<file path="src/hdl/cmbc_ram.sv">
// ---------------------------------------------------------------------------
// cmbc_ram: generic simple dual-port RAM
// One write port, one read port with registered read data (read-first).
// ---------------------------------------------------------------------------
module cmbc_ram #(
    parameter int WIDTH = 8,
    parameter int DEPTH = 256
) (
    input  logic                                       i_clk,
    input  logic                                       i_we,
    input  logic [((DEPTH > 1) ? $clog2(DEPTH) : 1)-1:0] i_waddr,
    input  logic [WIDTH-1:0]                           i_wdata,
    input  logic                                       i_re,
    input  logic [((DEPTH > 1) ? $clog2(DEPTH) : 1)-1:0] i_raddr,
    output logic [WIDTH-1:0]                           o_rdata
);
    logic [WIDTH-1:0] r_mem [DEPTH];

    always_ff @(posedge i_clk) begin
        if (i_we) begin
            r_mem[i_waddr] <= i_wdata;
        end
        if (i_re) begin
            o_rdata <= r_mem[i_raddr];
        end
    end
endmodule
</file>
<file path="config.mk">
export PLATFORM = sky130hd
export DESIGN_NAME = cmbc_ram
export DESIGN_NICKNAME = d
export VERILOG_FILES = /design/src/hdl/cmbc_ram.sv
export SDC_FILE = /design/constraint.sdc
export NUM_CORES = 2
export LEC_CHECK = 0
export BUFFER_PORTS_ARGS = -buffer_cell sky130_fd_sc_hd__buf_2
export CORE_ASPECT_RATIO = 1.2
export CORE_MARGIN = 4
export CORE_UTILIZATION = 55
export DETAILED_ROUTE_END_ITERATION = 7
export PLACE_DENSITY = 0.72
export SYNTH_ARGS = -nofsm -noshare
export SYNTH_HDL_FRONTEND = slang
export SYNTH_SLANG_ARGS = --single-unit
</file>
<file path="constraint.sdc">
create_clock -name i_clk -period 3.18 [get_ports i_clk]
set_input_delay 0.318 -clock i_clk [delete_from_list [all_inputs] [get_ports i_clk]]
set_output_delay 0.318 -clock i_clk [all_outputs]
set_load 0.01 [all_outputs]
</file>
== Word level (Yosys, flattened, before mapping) ==
Memory sizes are Yosys's and may differ from the RTL's. A register that Yosys moved wholly into a read port is not among the register bits.
Index checks and enable logic that the tools add are counted.

* Mux-type cells: 2

{| class="wikitable"
|+ Operators by type and width
! kind !! count
|-
| 1-bit 2-to-1 mux || 2
|}

* RAM bits: 2048
* Memories: 1
* Input bits: 27
* Output and inout bits: 8
* Register bits: 0

{| class="wikitable"
|+ Memory list
! name !! words !! width !! read ports !! clocked after Yosys merged registers in !! wr ports !! RTL line !! text
|-
| r_mem || 256 || 8 || 1 || 1 || 1 || 17 || <nowiki>logic [WIDTH-1:0] r_mem [DEPTH];</nowiki>
|}

== Depth between registers and ports, before layout ==
* Depth in word-level cells: 2
* Gate-level depth with buffers: 11
* Depth with buffers taken out: 6

== Worst setup path after synthesis ==
OpenSTA, ideal clock, no wires.

* Kind: input -> register
* From: input i_raddr[0] in the netlist's numbering
* To: register o_rdata[2], read port of r_mem, data pin
* Library setup time: 269 ps
* Arrival: 2125 ps
* Data required time: 2911 ps
* Slack: 786 ps
* Stages on the path: 9
* Path through: buf_6 > buf_12 > buf_8 > buf_2 > mux4_2 > a22oi_1 > a21oi_1 > nor4_1 > nor4_2

{| class="wikitable"
|+ RTL lines
! what !! RTL line !! text
|-
| from (decl) || 14 || <nowiki>input logic [((DEPTH > 1) ? $clog2(DEPTH) : 1)-1:0] i_raddr,</nowiki>
|-
| to (decl) || 15 || <nowiki>output logic [WIDTH-1:0] o_rdata</nowiki>
|}

==> flow_summary.yaml <==
yosys:
  syn_area_per_cell_um2: 21.3
  synth-adder-area-share: 0
  synth_top_family_by_area: "multiplexers"
  ys.flop_type: "edfxtp_1"
  ys_types: 54
  ys_warn_count: 0
  synth_compound_area_frac: 0.0342
  synth_top_area_frac: 0.775
  synth_nets: 3760
  synth_seq_cells: 2056
  syn_area_um2: 79600
  synth_edf_count: 2056
  synth_mux_area_frac: 0.146
  synth-simple-area-share: 0.0263
  synth_area_leaders: "edfxtp_1 78%, mux4_2 13%, mux2i_1 1.7%"
  seq_area_frac_synth: 0.775
  async_flop_share: 0
  synth_xor_area_frac: 0
  synth_cells: 3733
  yosysTopAreaCell: "edfxtp_1"
grt:
  antenna_found_initial: 15
  grt_max_degree: 137
  grt_pass1_wl_um: 283000
  grtUsageTotal: 0.259
  grt_overflow_total: 0
  first_global_vias: 41100
sta:
  clock_skew_ns: 0.0231
  tightest_slew_ns: 0.985
  timing.hold.ws_ns: 0.0172
  final_max_slew_viol_count: 0
  rsz0062_at_grt: "no"
  fmax_mhz: 354
  hold_viol: 0
  fin_crit_ns: 2.82
  final.period_utilization: 0.887
  layout_setup_ws_ns: 0.358
  slew_headroom: 0.339
  setup_viol: 0
worst_setup_path:
  crit_required_ns: 3.73
  crit_slowest_cell: "nor4_1"
  arrival_ns: 3.38
  cp-end-kind: "flop"
  start_kind: "flop"
  crit_fanout: 1
  max_stage_delay_ns: 0.70
  path_cells: "mux4_2, mux4_2, nor2b_1, nor4_1, buf_4, nor4_1"
  path_class: "reg2reg"
clocking:
  cts_buffer_depth: 3
  clkLatencyLatePin_ns: 0.83
  postCtsSetupBuffers: 0
  cts_tree: "done"
  numCtsBuffers: 186
  cts.repair.resized: 0
  cts_root_buffer: "clkbuf_16"
  numClockSinks: 2056
  cts_max_level: 4
  clk_pin_slew_ns: 0.06
detailed_routing:
  route.met2.wl_um: 95800
  first_pass_iters: 5
  highest_layer: "met5"
  vias_per_cell: 6.42
  post_drt_wl_per_cell_um: 30.4
  routed_wl_um: 192000
  final_antenna_net_count: 0
  num_vias: 40600
  drt_drc_violations_left: 0
  drt_iter0_markers: 5390
  wl_met1_um: 70700
  dr_wl_met3_um: 17900
floorplan:
  initial_utilization: 0.555
  fp.coreArea_um2: 143000
  rows: 152
  die-area_um2: 151000
  die_x_um: 355
  top_level_ports: 35
  die_y_um: 425
cells_and_area:
  multi_input_area_um2: 16500
  final_cell_mix: "2,056 x edfxtp_1, 470 x buf_4, 454 x mux4_2"
  final_nets: 4266
  fin_area_um2: 91300
  layout.cells.non_filler: 6321
  drive_above_1_share: 0.290
  fillers: 9409
  mostFrequentLayoutCell: "edfxtp_1"
  regArea_um2: 61700
  syn_to_final_growth_pct: 14.6
place:
  place.gp.congestion: 0.867
  dp_hpwl_um: 122000
  dp_slack_ns: -0.358
  dp.cells: 5971
  place_area_um2: 85300
  io_buffers: 34
hold_path:
  hold_class: "in2reg"
run:
  cap_violations: 0
power_and_ir_drop:
  ir_worst_vdd_v: 0.000485
  leakage_nw: 29.2
  p_per_area_nw_per_um2: 598
  design_power_total_mw: 54.6
status:
  status: "finished, final reports clean"
-- per-stage QoR --
step / TNS [ns] / util
finish: 0 / 0.637
global route: 0 / 0.636
CTS: 0 / 0.636
detailed placement: -1.27 / 0.595
global placement: -1.17 / 0.595
floorplan: 0 / -
-- state kept, by name, summed over array words and instances (netlist names) --
| signal | cells |
|---|---|
| o_rdata | 8 |
| r_mem | 2048 |
-- cell type report --
| class | instances | area share |
|---|---|---|
| sequential | 2056 | 0.676 |
| timing repair buffer | 551 | 0.0517 |
| antenna | 9 | 0.000247 |
| tap | 1925 | 0.0264 |
| inverter | 2 | 0.0000822 |
| clock buffer | 212 | 0.0528 |
| multi-input combinational | 1442 | 0.180 |
| clock inverter | 124 | 0.0120 |
-- path summary, 6_finish.rpt --
path	from	end	slack, ns	cells after the start
max	r_mem[71][7]$_DFFE_PP_	o_rdata[7]$_DFFE_PP_	0.36	6
min	i_wdata[4]	r_mem[122][4]$_DFFE_PP_	0.02	1
max reg2reg	r_mem[71][7]$_DFFE_PP_	o_rdata[7]$_DFFE_PP_	0.36	6
min reg2reg	r_mem[33][5]$_DFFE_PP_	o_rdata[5]$_DFFE_PP_	1.14	6
-- synthesized netlist by cell type (all sizes together) (4+ instances only) --
library cell and instances:
a2111oi 5, a211oi 16, a21oi 96, a221oi 14, a22o 8, a22oi 133
and2 6, buf 122, clkbuf 111, edfxtp 2056, mux2i 134, mux4 456
nand2 33, nand2b 8, nand3 34, nand4 10, nor2 282, nor2b 31
nor3 22, nor4 27, o211ai 10, o21ai 12, o221ai 47, o22a 5
o22ai 28, o32ai 5, or2 4
-- cells by family (layout without fill, tap and decap cells) --
kind of cell,Yosys count,in the layout
buf+inv,235,889
mux,591,591
other cells,0,9
compound gates,385,385
flops,2056,2056
simple gates,466,466
-- where the power goes --
part | total [mW] | switching (mW) | internal [mW]
Sequential | 29.9 | 0.0385 | 29.9
Clock | 21.9 | 9.64 | 12.2
Combinational | 2.83 | 1.76 | 1.07
Total | 54.6 | 11.4 | 43.2
-- timing repair --
item	4_1_cts	5_1_grt
endpoints found under the hold margin	218	0
setup endpoints to repair	0	0
hold buffers	5	0
-- per-layer routing --
layer,vias up,GRT usage
met5,-,0
met4,4,0.101
met3,401,0.0483
met2,2212,0.421
met1,21300,0.352
li1,16700,-
-- critical path, delay by kind of cell, from the launching register on --
| family | cells | cell delay (ns) |
|---|---|---|
| AND/OR/NAND/NOR | 3 | 0.91 |
| buffers and inverters | 1 | 0.24 |
| flip-flops | 1 | 0.37 |
| multiplexers | 2 | 1.05 |
No activity file was read; power rests on OpenSTA's default activity.
